`config.mk`:
```
export PLATFORM = sky130hd
export DESIGN_NAME = media_sample_header_encoder
export DESIGN_NICKNAME = d
export VERILOG_FILES = /design/src/rtl/msh_pkg.sv /design/src/rtl/msh_front.sv /design/src/rtl/msh_queue.sv /design/src/rtl/msh_back.sv /design/src/rtl/media_sample_header_encoder.sv
export SDC_FILE = /design/constraint.sdc
export NUM_CORES = 1
export LEC_CHECK = 0
export ABC_AREA = 1
export BUFFER_PORTS_ARGS = -buffer_cell sky130_fd_sc_hd__buf_2
export CORE_AREA = 3 3 278 417
export DETAILED_ROUTE_END_ITERATION = 8
export DIE_AREA = 0 0 281 420
export PLACE_DENSITY = 0.64
export SYNTH_ARGS = -nofsm -noshare
export SYNTH_HDL_FRONTEND = slang
export SYNTH_SLANG_ARGS = --single-unit
```
`constraint.sdc`:
```
create_clock -name clk -period 23.3 [get_ports clk]
set_clock_uncertainty 0.15 [all_clocks]
set_input_delay 2.33 -clock clk [delete_from_list [all_inputs] [get_ports clk]]
set_output_delay 2.33 -clock clk [all_outputs]
set_load 0.01 [all_outputs]
```
`src/rtl/msh_pkg.sv`:
```
// Shared types and constants of the media sample header encoder.
package msh_pkg;

  // Widths of the clamped time values and of the packet length.
  localparam int MAG_W = 56;
  localparam int LEN_W = 33;

  // Byte counter width within one header field (up to eight bytes).
  localparam int CNT_W = 3;

  // Depth of the descriptor queue between the front and back parts.
  localparam int QUEUE_DEPTH = 4;
  localparam int QPTR_W = $clog2(QUEUE_DEPTH);
  localparam int QCNT_W = $clog2(QUEUE_DEPTH + 1);

  // Largest magnitude that fits in seven bytes.
  localparam logic [MAG_W-1:0] MAG_MAX = {MAG_W{1'b1}};

  // Configuration register indexes.
  localparam logic REG_SYNC_WORD = 1'b0;
  localparam logic REG_SAMPLE_TYPE = 1'b1;

  // One classified sample, ready for serialization.
  typedef struct packed {
    logic [7:0]       stream_id;
    logic [7:0]       flags;
    logic [MAG_W-1:0] mag;
    logic [MAG_W-1:0] dur;
    logic [LEN_W-1:0] len;
    logic [2:0]       ilen;
  } desc_t;

endpackage

```
`src/rtl/msh_front.sv`:
```
// Front part: accepts samples, computes clamped times, byte counts and packet length.
module msh_front (
  input  logic                      clk,
  input  logic                      rst,
  input  logic                      push,
  output logic                      full,
  input  logic [7:0]                stream_id,
  input  logic                      is_sync,
  input  logic                      time_valid,
  input  logic signed [56:0]        start_time,
  input  logic signed [56:0]        stop_time,
  input  logic [31:0]               payload_len,
  input  logic                      end_of_stream,
  output logic                      q_push,
  output msh_pkg::desc_t            q_data,
  input  logic                      q_full
);

  // Number of bytes of a clamped time value, up to its highest nonzero byte.
  function automatic logic [2:0] mag_bytes(input logic [msh_pkg::MAG_W-1:0] v);
    logic [2:0] n;
    n = 3'd0;
    for (int i = 0; i < 7; i++) begin
      if (v[i*8 +: 8] != 8'd0) n = 3'(i + 1);
    end
    return n;
  endfunction

  // Number of bytes for the packet length, at least one.
  function automatic logic [2:0] len_bytes(input logic [msh_pkg::LEN_W-1:0] v);
    logic [2:0] n;
    n = 3'd1;
    for (int i = 1; i < 4; i++) begin
      if (v[i*8 +: 8] != 8'd0) n = 3'(i + 1);
    end
    if (v[32]) n = 3'd5;
    return n;
  endfunction

  // Stage A registers: clamped magnitude and duration.
  logic                      a_valid;
  logic [7:0]                a_stream_id;
  logic                      a_is_sync;
  logic                      a_neg;
  logic [msh_pkg::MAG_W-1:0] a_mag;
  logic [msh_pkg::MAG_W-1:0] a_dur;
  logic [31:0]               a_payload_len;

  // Stage B registers: the finished descriptor.
  logic                      b_valid;
  msh_pkg::desc_t            b_desc;

  logic a_ready, b_ready, accept;
  logic [56:0] abs_start;
  logic [57:0] diff;
  logic [msh_pkg::MAG_W-1:0] mag_val, dur_val;
  logic neg_val;
  logic [2:0] its, idur;
  logic [msh_pkg::LEN_W-1:0] len_val;

  // Pipeline flow control; stage B advances when it is empty or the queue has room.
  assign b_ready = !b_valid || !q_full;
  assign a_ready = !a_valid || b_ready;
  assign full    = !a_ready;
  assign accept  = push && a_ready;

  // Magnitude of the start time and the signed duration.
  assign abs_start = start_time[56] ? 57'(-start_time) : 57'(start_time);
  assign diff      = {stop_time[56], stop_time} - {start_time[56], start_time};

  always_comb begin
    mag_val = '0;
    dur_val = '0;
    neg_val = 1'b1;
    if (time_valid) begin
      neg_val = start_time[56];
      mag_val = abs_start[56] ? msh_pkg::MAG_MAX : abs_start[55:0];
      if (!diff[57] && diff != 58'd0) begin
        dur_val = diff[56] ? msh_pkg::MAG_MAX : diff[55:0];
      end
    end
  end

  // Stage A: an end-of-stream transaction is taken and dropped here.
  always_ff @(posedge clk) begin
    if (rst) begin
      a_valid <= 1'b0;
    end else if (a_ready) begin
      a_valid <= push && !end_of_stream;
    end
  end

  always_ff @(posedge clk) begin
    if (accept) begin
      a_stream_id   <= stream_id;
      a_is_sync     <= is_sync;
      a_neg         <= neg_val;
      a_mag         <= mag_val;
      a_dur         <= dur_val;
      a_payload_len <= payload_len;
    end
  end

  // Byte counts and full-width packet length.
  assign its     = mag_bytes(a_mag);
  assign idur    = mag_bytes(a_dur);
  assign len_val = {1'b0, a_payload_len} + {30'd0, its} + {30'd0, idur}
                 + msh_pkg::LEN_W'(2);

  // Stage B.
  always_ff @(posedge clk) begin
    if (rst) begin
      b_valid <= 1'b0;
    end else if (b_ready) begin
      b_valid <= a_valid;
    end
  end

  always_ff @(posedge clk) begin
    if (b_ready && a_valid) begin
      b_desc.stream_id <= a_stream_id;
      b_desc.flags     <= {a_is_sync, a_neg, its, idur};
      b_desc.mag       <= a_mag;
      b_desc.dur       <= a_dur;
      b_desc.len       <= len_val;
      b_desc.ilen      <= len_bytes(len_val);
    end
  end

  assign q_push = b_valid && !q_full;
  assign q_data = b_desc;

endmodule

```
`src/rtl/msh_queue.sv`:
```
// Descriptor queue between the front and back parts.
module msh_queue (
  input  logic           clk,
  input  logic           rst,
  input  logic           wr_push,
  input  msh_pkg::desc_t wr_data,
  output logic           q_full,
  input  logic           rd_pop,
  output logic           rd_valid,
  output msh_pkg::desc_t rd_data
);

  msh_pkg::desc_t               entries [msh_pkg::QUEUE_DEPTH];
  logic [msh_pkg::QPTR_W-1:0]   wr_ptr;
  logic [msh_pkg::QPTR_W-1:0]   rd_ptr;
  logic [msh_pkg::QCNT_W-1:0]   count;

  assign q_full   = count == msh_pkg::QCNT_W'(msh_pkg::QUEUE_DEPTH);
  assign rd_valid = count != '0;
  assign rd_data  = entries[rd_ptr];

  // Entry storage.
  always_ff @(posedge clk) begin
    if (wr_push) begin
      entries[wr_ptr] <= wr_data;
    end
  end

  // Pointers and fill level.
  always_ff @(posedge clk) begin
    if (rst) begin
      wr_ptr <= '0;
      rd_ptr <= '0;
      count  <= '0;
    end else begin
      if (wr_push) wr_ptr <= wr_ptr + 1'b1;
      if (rd_pop)  rd_ptr <= rd_ptr + 1'b1;
      if (wr_push && !rd_pop) begin
        count <= count + 1'b1;
      end else if (!wr_push && rd_pop) begin
        count <= count - 1'b1;
      end
    end
  end

  // The fill level never passes the depth.
  assert property (@(posedge clk) disable iff (rst)
    count <= msh_pkg::QCNT_W'(msh_pkg::QUEUE_DEPTH))
    else $error("queue fill level above depth");

  // No write into a full queue unless an entry leaves in the same cycle.
  assert property (@(posedge clk) disable iff (rst)
    (wr_push && q_full) |-> rd_pop)
    else $error("write into full queue");

endmodule

```
`src/rtl/msh_back.sv`:
```
// Back part: walks one descriptor's header fields, one byte per unstalled cycle.
module msh_back #(
  parameter int SYNC_BYTES = 4
) (
  input  logic           clk,
  input  logic           rst,
  input  logic [31:0]    sync_word,
  input  logic [4:0]     sample_type,
  input  logic           q_valid,
  input  msh_pkg::desc_t q_data,
  output logic           q_pop,
  output logic           empty,
  input  logic           pop,
  output logic [7:0]     header_byte,
  output logic           last_byte
);

  // Header field sequencer codes.
  localparam logic [2:0] PH_SYNC  = 3'd0;
  localparam logic [2:0] PH_TYPE  = 3'd1;
  localparam logic [2:0] PH_LEN   = 3'd2;
  localparam logic [2:0] PH_ID    = 3'd3;
  localparam logic [2:0] PH_FLAGS = 3'd4;
  localparam logic [2:0] PH_TS    = 3'd5;
  localparam logic [2:0] PH_DUR   = 3'd6;

  localparam logic [msh_pkg::CNT_W-1:0] SYNC_LAST = msh_pkg::CNT_W'(SYNC_BYTES - 1);

  logic [2:0]                phase, phase_next;
  logic [msh_pkg::CNT_W-1:0] cnt, cnt_next;
  logic                      out_valid;
  logic                      adv;
  logic [7:0]                byte_val;
  logic                      last_val;
  logic [2:0]                its, idur;
  logic [63:0]               sync64, len64, mag64, dur64;
  logic [5:0]                shamt;

  assign its    = q_data.flags[5:3];
  assign idur   = q_data.flags[2:0];
  assign sync64 = {32'd0, sync_word};
  assign len64  = {31'd0, q_data.len};
  assign mag64  = {8'd0, q_data.mag};
  assign dur64  = {8'd0, q_data.dur};
  assign shamt  = {cnt, 3'b000};

  // A queued byte moves into the output register when it is free or being taken.
  assign adv   = q_valid && (!out_valid || pop);
  assign q_pop = adv && last_val;
  assign empty = !out_valid;

  // Byte selection and sequencing.
  always_comb begin
    byte_val   = 8'd0;
    last_val   = 1'b0;
    phase_next = phase;
    cnt_next   = cnt - 1'b1;
    unique case (phase)
      PH_SYNC: begin
        byte_val = 8'(sync64 >> shamt);
        if (cnt == '0) phase_next = PH_TYPE;
      end
      PH_TYPE: begin
        byte_val   = {sample_type, q_data.ilen - 3'd1};
        phase_next = PH_LEN;
        cnt_next   = q_data.ilen - 3'd1;
      end
      PH_LEN: begin
        byte_val = 8'(len64 >> shamt);
        if (cnt == '0) phase_next = PH_ID;
      end
      PH_ID: begin
        byte_val   = q_data.stream_id;
        phase_next = PH_FLAGS;
      end
      PH_FLAGS: begin
        byte_val = q_data.flags;
        priority if (its != 3'd0) begin
          phase_next = PH_TS;
          cnt_next   = its - 3'd1;
        end else if (idur != 3'd0) begin
          phase_next = PH_DUR;
          cnt_next   = idur - 3'd1;
        end else begin
          last_val = 1'b1;
        end
      end
      PH_TS: begin
        byte_val = 8'(mag64 >> shamt);
        if (cnt == '0) begin
          if (idur != 3'd0) begin
            phase_next = PH_DUR;
            cnt_next   = idur - 3'd1;
          end else begin
            last_val = 1'b1;
          end
        end
      end
      PH_DUR: begin
        byte_val = 8'(dur64 >> shamt);
        if (cnt == '0) last_val = 1'b1;
      end
      default: begin
        phase_next = PH_SYNC;
        cnt_next   = SYNC_LAST;
      end
    endcase
    if (last_val) begin
      phase_next = PH_SYNC;
      cnt_next   = SYNC_LAST;
    end
  end

  // Sequencer state.
  always_ff @(posedge clk) begin
    if (rst) begin
      phase <= PH_SYNC;
      cnt   <= SYNC_LAST;
    end else if (adv) begin
      phase <= phase_next;
      cnt   <= cnt_next;
    end
  end

  // Output register.
  always_ff @(posedge clk) begin
    if (rst) begin
      out_valid <= 1'b0;
    end else if (adv) begin
      out_valid <= 1'b1;
    end else if (pop) begin
      out_valid <= 1'b0;
    end
  end

  always_ff @(posedge clk) begin
    if (adv) begin
      header_byte <= byte_val;
      last_byte   <= last_val;
    end
  end

  // A descriptor leaves the queue only while one is there.
  assert property (@(posedge clk) disable iff (rst)
    q_pop |-> q_valid)
    else $error("descriptor popped from empty queue");

  // The final byte comes only from the flags, timestamp or duration field.
  assert property (@(posedge clk) disable iff (rst)
    (adv && last_val) |-> (phase == PH_FLAGS || phase == PH_TS || phase == PH_DUR))
    else $error("last byte flagged in wrong field");

  // Timestamp byte index stays below the timestamp byte count.
  assert property (@(posedge clk) disable iff (rst)
    (q_valid && phase == PH_TS) |-> (cnt < its))
    else $error("timestamp byte index out of range");

  // The last byte of a transaction restarts the sync field at the next edge.
  assert property (@(posedge clk) disable iff (rst)
    (adv && last_val) |=> (phase == PH_SYNC && cnt == SYNC_LAST))
    else $error("sequencer did not restart after last byte");

endmodule

```
`src/rtl/media_sample_header_encoder.sv`:
```
// Top level of the media sample header encoder: configuration registers and part wiring.
//
// Each accepted sample transaction yields its packet header as a byte stream, one byte per
// result transaction, most significant byte first, with last_byte set on the final byte;
// end-of-stream transactions yield nothing. A header is SYNC_BYTES + 4 to SYNC_BYTES + 22
// bytes long and the output sequencer emits one byte per cycle unless the output stalls;
// that byte sequencer sets the rate. A sample passes stage A, stage B, the queue and the
// output register before its first byte can be taken. Samples are taken back to back
// while a four-entry descriptor queue has room, so input and output stall independently.
// Configuration must be written only while the block is idle, which it does not enforce.
module media_sample_header_encoder #(
  parameter int SYNC_BYTES = 4
) (
  input  logic               clk,
  input  logic               rst,
  // Configuration write port.
  input  logic               wr_en,
  input  logic               wr_index,
  input  logic [31:0]        wr_data,
  // Sample input queue side.
  input  logic               push,
  output logic               full,
  input  logic [7:0]         stream_id,
  input  logic               is_sync,
  input  logic               time_valid,
  input  logic signed [56:0] start_time,
  input  logic signed [56:0] stop_time,
  input  logic [31:0]        payload_len,
  input  logic               end_of_stream,
  // Header byte output queue side.
  output logic               empty,
  input  logic               pop,
  output logic [7:0]         header_byte,
  output logic               last_byte
);

  logic [31:0]    sync_word;
  logic [4:0]     sample_type;
  logic           q_push, q_full, q_pop, q_valid;
  msh_pkg::desc_t q_wr_data, q_rd_data;

  // Configuration registers.
  always_ff @(posedge clk) begin
    if (rst) begin
      sync_word   <= 32'h44534D53;
      sample_type <= 5'd4;
    end else if (wr_en) begin
      unique case (wr_index)
        msh_pkg::REG_SYNC_WORD:   sync_word   <= wr_data;
        msh_pkg::REG_SAMPLE_TYPE: sample_type <= wr_data[4:0];
        default: ;
      endcase
    end
  end

  msh_front u_front (
    .clk           (clk),
    .rst           (rst),
    .push          (push),
    .full          (full),
    .stream_id     (stream_id),
    .is_sync       (is_sync),
    .time_valid    (time_valid),
    .start_time    (start_time),
    .stop_time     (stop_time),
    .payload_len   (payload_len),
    .end_of_stream (end_of_stream),
    .q_push        (q_push),
    .q_data        (q_wr_data),
    .q_full        (q_full)
  );

  msh_queue u_queue (
    .clk      (clk),
    .rst      (rst),
    .wr_push  (q_push),
    .wr_data  (q_wr_data),
    .q_full   (q_full),
    .rd_pop   (q_pop),
    .rd_valid (q_valid),
    .rd_data  (q_rd_data)
  );

  msh_back #(
    .SYNC_BYTES (SYNC_BYTES)
  ) u_back (
    .clk         (clk),
    .rst         (rst),
    .sync_word   (sync_word),
    .sample_type (sample_type),
    .q_valid     (q_valid),
    .q_data      (q_rd_data),
    .q_pop       (q_pop),
    .empty       (empty),
    .pop         (pop),
    .header_byte (header_byte),
    .last_byte   (last_byte)
  );

endmodule

```
==> out/metrics.cfg, run 1 <==
[sta]
fmax_mhz=171
rsz0062_at_grt=false
setup_viol=0
setup_slack_ns=17.44
fin_tns_setup_ns=0
layout_min_cycle_time_ns=5.86
hold_violations=0
fin_crit_sh_pct=25.2
slew_headroom_pct=21.7
tightest_slew_ns=1.17
slew_violations=0

[grt]
grt_max_degree=196
grt_pass1_vias=33295
antenna_found_initial=1
grt_first_pass_wirelength_mm=208
grt-ovfl-total=0
grt_use_total_pct=23.6

[cts]
cts_buffer_depth=3
cts_made_buffers=95
clk_latency_ns=0.70
cts_num_sinks=1038
cts_tree=built
cts_hold_buf=0
cts_resized=0
clkTransAtPathRegs_ns=0.06
cts_root_buffer=clkbuf_16
htreeDepth=3
postCtsSetupBuffers=0

[floorplan]
die_area_sq_um=118000
core_sq_um=113000
io_pins=206
fp.dieH_microns=420
start_util_pct=42.7
die_w_microns=281
row_count=151

[synthesis]
ys_ff_latch=1038
syn_inst=4647
ys_seq_area_share_pct=63.5
synth_flop_cell=edfxtp_1
ys_types=63
synth_edf_count=983
yosys_warnings=0
postSynthAreaPerCell_sq_um=10.4
syn_nets=4923
synth_area_sq_um=48200
synthArstFlopShare_pct=0

[hold_path]
min_from=u_front.a_stream_id[5]
min_to=u_front.q_data[161]
worstHoldPathCells=0
hold_class=register to register

[worst_setup_path]
path_max_fanout=57
rr_worst_depth=25
startpoint_type=input port
r2r_end=u_front.q_data[1]
worst-setup-path-type=input port to register
path_buf_inv=5
reg2reg_setup_slack_ns=17.48
critPathTopFamily=simple AND/OR/NAND/NOR gates
slowest_delay_ns=0.63
cp_num_cells=18
crit_required_ns=23.54
timing.rr.start=u_front.a_mag[37]
endpoint_kind=register
cp_cell_sequence=buf_2, inv_1, ha_1, nand2_1, nor2_1, inv_1, nor4_2, nand2_1, nand3_1, nor2_1, nand3_1, nand2_2, buf_4, nor2_1, nand3_1, nor2_4, buf_4, nor3_1
slowest_stage=buf_4
worstPathArrival_ns=6.10

[finish]
nets=5087
final_util_pct=47.9
drive_gt1_share_pct=11.0
area_growth_pct=12.0
antenna_cells=0
final_common_cell=edfxtp_1
layout_common_cells=983 x edfxtp_1, 977 x nand2_1, 512 x nor2_1

[detailed_routing]
drt_iter0_drc=3053
drc=0
wire_per_inst_microns=22.1
wl_mm=140
via_per_inst=5.46
routed-via-count=34602
final_antenna_net_count=0
drt_pass1_iterations=8

[power]
leakage_nw=20.7
peakVddDrop_v=0.0000578
finalPower_mw=4.09
cellPowerDensity_nw_per_um2=75.7

[placement]
dp_hpwl_mm=99.0
portBuffers=205
place_ws_ns=16.75
gp_congestion=0.961

[run_status]
status=finished, final reports clean

[run]
cap_violations=0

## Yosys cell counts, types with 53 or more instances
cell type,count,area share [%]
a21oi_1,237,2.5
clkbuf_1,126,0.98
dfxtp_1,55,2.3
edfxtp_1,983,61
ha_1,76,2.0
inv_1,461,3.6
nand2_1,978,7.6
nand3_1,201,2.1
nand4_1,53,0.69
nor2_1,519,4.0
nor3_1,62,0.64
o21ai_0,305,3.2
o22ai_1,93,1.2
## metal layers
metal | part of all wire [%] | routed length, microns | up-vias | track usage [%]
li1 | - | - | 16430 | -
met1 | 40 | 56000 | 16670 | 29.8
met2 | 49 | 68700 | 1271 | 40.0
met3 | 6.1 | 8550 | 231 | 2.93
met4 | 5.1 | 7190 | 0 | 11.7
met5 | 0 | 0 | - | 0
## worst max path at each step
stage / from / endpoint / slack (ns)
floorplan: u_queue.count[0] / u_queue.entries[0][0] / 14.98
global route: u_front.a_mag[37] / u_front.q_data[1] / 16.99
finish: start_time[51] / u_front.a_dur[19] / 17.44
CTS: u_front.a_mag[36] / u_front.q_data[1] / 17.28
detailed placement: start_time[51] / u_front.a_dur[28] / 16.75
global placement: start_time[51] / u_front.a_dur[23] / 16.66
## registers in the layout (all words and copies together) (netlist names), 2 cells and up, named ones only
| name | cells |
|---|---|
| sample_type | 5 |
| u_back.phase | 3 |
| u_front.a_dur | 56 |
| u_queue.entries | 656 |
| u_queue.rd_ptr | 2 |
| u_front.a_payload_len | 32 |
| u_back.cnt | 3 |
| u_queue.wr_ptr | 2 |
| u_back.header_byte | 8 |
| u_front.a_stream_id | 8 |
| u_queue.count | 3 |
| sync_word | 32 |
| u_front.a_mag | 56 |
| u_front.q_data | 164 |
## report_power, final
part | switching [mW] | leakage (nW) | internal (mW)
combinational | 0.234 | 9.61 | 0.103
sequential | 0.0350 | 9.52 | 2.09
clock | 0.687 | 1.61 | 0.938
## cells by family after synthesis
kind of cell	after synthesis	synth area share, %
fa+ha+maj	81	2.18
flops	1038	63.5
mux	27	0.561
xor+xnor	62	1.13
simple gates	1982	17.9
buf+inv	677	5.53
compound gates	780	9.21
## metrics by stage
step / hold slack [ns] / instance area [sq um] / instances
final: 0.270 / 54000 / 6343
after global routing: 0.273 / 54000 / 6343
after CTS: 0.272 / 54000 / 6343
after detailed placement: 0.257 / 50700 / 6167
after global placement: 0.253 / 50700 / 6167
after floorplan: 0.250 / 48200 / 4647
## area by class of cell
class	count	area, sq um
Clock buffer	119	2580
Clock inverter	57	712
Fill cell	10280	58800
Inverter	500	1900
Multi-Input combinational cell	2932	15000
Sequential cell	1038	30600
Tap cell	1453	1820
Timing Repair Buffer	244	1360
Power figures use the tool's default switching activity.
==> run 2, diff against run 1 <==
--- a/config.mk
+++ b/config.mk
@@ -10,7 +10,7 @@
 export CORE_AREA = 3 3 278 417
 export DETAILED_ROUTE_END_ITERATION = 8
 export DIE_AREA = 0 0 281 420
-export PLACE_DENSITY = 0.64
+export PLACE_DENSITY = 0.66
 export SYNTH_ARGS = -nofsm -noshare
 export SYNTH_HDL_FRONTEND = slang
 export SYNTH_SLANG_ARGS = --single-unit
==> constraint.sdc (replaced) <==
create_clock -name clk -period 5.3 [get_ports clk]
set_clock_uncertainty 0.15 [all_clocks]
set_input_delay 0.53 -clock clk [delete_from_list [all_inputs] [get_ports clk]]
set_output_delay 0.53 -clock clk [all_outputs]
set_load 0.01 [all_outputs]
==> run 2 against run 1 <==
Sequential share of layout area is 0.96 points lower. Non-clock buffer count is 93 higher. Register-to-register slack worse by 17 ns. Critical path depth is 5 higher. Sequential power grew to 4.4 times the previous value.
==> out/metrics.cfg, run 2 (same netlist as run 1, synthesis figures left out) <==
[sta]
rsz0062_at_grt=false
setup_viol=0
tightest_slew_ns=1.09
fmax_mhz=208
fin_hold_ws_ns=0.0501
setup_slack_ns=0.488
fin_tns_setup_ns=0
slew_headroom_pct=27.3
layout_min_cycle_time_ns=4.81
hold_violations=0
slew_violations=0
fin_crit_sh_pct=90.8

[placement]
place_ws_ns=0.203
gp_congestion=0.978
portBuffers=205
dp_hpwl_mm=99.8

[finish]
drive_gt1_share_pct=11.0
final_common_cell=edfxtp_1
largest_register_ffs=656
multi_input_area_sq_um=15000
regArea_sq_um=30600
layout_common_cells=983 x edfxtp_1, 976 x nand2_1, 512 x nor2_1
nets=5179
fillers=10135
largest-register=u_queue.entries
final_util_pct=48.7
area_growth_pct=13.9

[hold_path]
hold_class=input port to register

[worst_setup_path]
endpoint_kind=register
crit_required_ns=5.58
path_max_fanout=4
worstPathArrival_ns=5.09
worst-setup-path-type=register to register
startpoint_type=register

[grt]
grt-ovfl-total=0
grt_pass1_vias=33659
grt_first_pass_wirelength_mm=207
grt_max_degree=184
grt_use_total_pct=23.4
antenna_found_initial=1

[detailed_routing]
wire_per_inst_microns=21.7
wl_mm=139
drc=0
routed-via-count=35032
via_per_inst=5.44
final_antenna_net_count=0
drt_pass1_iterations=6
drt_iter0_drc=3264

[floorplan]
core_sq_um=113000
io_pins=206
fp.dieH_microns=420
row_count=151
die_area_sq_um=118000
start_util_pct=42.7
die_w_microns=281

[power]
peakVddDrop_v=0.000228
cellPowerDensity_nw_per_um2=324
finalPower_mw=17.8
leakage_nw=21.1

[cts]
clk_latency_ns=0.70
cts_num_sinks=1038
cts_root_buffer=clkbuf_16
cts_made_buffers=94
cts_tree=built
cts_buffer_depth=3
htreeDepth=3
clkTransAtPathRegs_ns=0.06

[run]
cap_violations=0

[run_status]
status=finished, final reports clean

run 2: path summary, 6_finish.rpt:
path	startpoint	end	slack (ns)	depth (start not counted)
max reg2reg	u_front.a_mag[5]	u_front.q_data[1]	0.49	23
min reg2reg	u_front.a_stream_id[2]	u_front.q_data[158]	0.27	0
max	u_front.a_mag[5]	u_front.q_data[1]	0.49	23
min	pop	u_back.out_valid	0.05	4
run 2: worst max-delay path, cell delays in order, from the launching register on:
cell	delay [ns]
edfxtp_1	0.40
nor4_2	0.34
nand2_2	0.15
nand2_1	0.10
a21oi_1	0.05
or2_2	0.28
a21oi_2	0.18
fa_1	0.46
ha_1	0.19
nor2_1	0.18
inv_1	0.08
fa_1	0.41
nand3_1	0.10
nand3_1	0.22
nand2_1	0.19
nor2_2	0.07
nand3_1	0.15
nor2_1	0.07
xor2_1	0.19
nand3_1	0.10
nor3_1	0.15
nand2_1	0.10
nor3_1	0.17
nor2_1	0.07
run 2: power breakdown:
part | internal [mW] | switching, mW | leakage [nW]
Sequential | 9.18 | 0.138 | 9.52
Combinational | 0.500 | 1.05 | 10.0
Clock | 3.97 | 2.96 | 1.55
Total | 13.6 | 4.15 | 21.1
run 2: routing by layer:
metal	share of wire [%]	GRT usage, %	vias to the layer above
met5	0	0	-
met4	5.1	11.1	0
met3	5.7	2.97	281
met2	50	40.6	1292
met1	39	29.0	16841
li1	-	-	16618
run 2: layout make-up:
cell class	instances	area share, %
multi-input cells	2932	27.3
clock buffers	115	4.62
inverters	500	3.45
well taps	1453	3.31
diodes	1	0.00456
flip-flops and latches	1038	55.8
clock inverters	58	1.19
repair buffers	337	4.32
run 2: repair_timing:
| action | CTS | global route |
|---|---|---|
| hold buffers | 77 | 0 |
| hold endpoints to repair | 85 | 0 |
| setup buffers | 0 | 0 |
| resized for setup | 0 | 5 |
| setup endpoints to repair | 0 | 3 |
run 2: through the flow:
step / instance area (sq um) / cells
6_report: 54900 / 6434
5_1_grt: 54900 / 6433
3_5_place_dp: 50900 / 6183
3_3_place_gp: 50900 / 6183
4_1_cts: 54900 / 6433
2_1_floorplan: 48200 / 4647
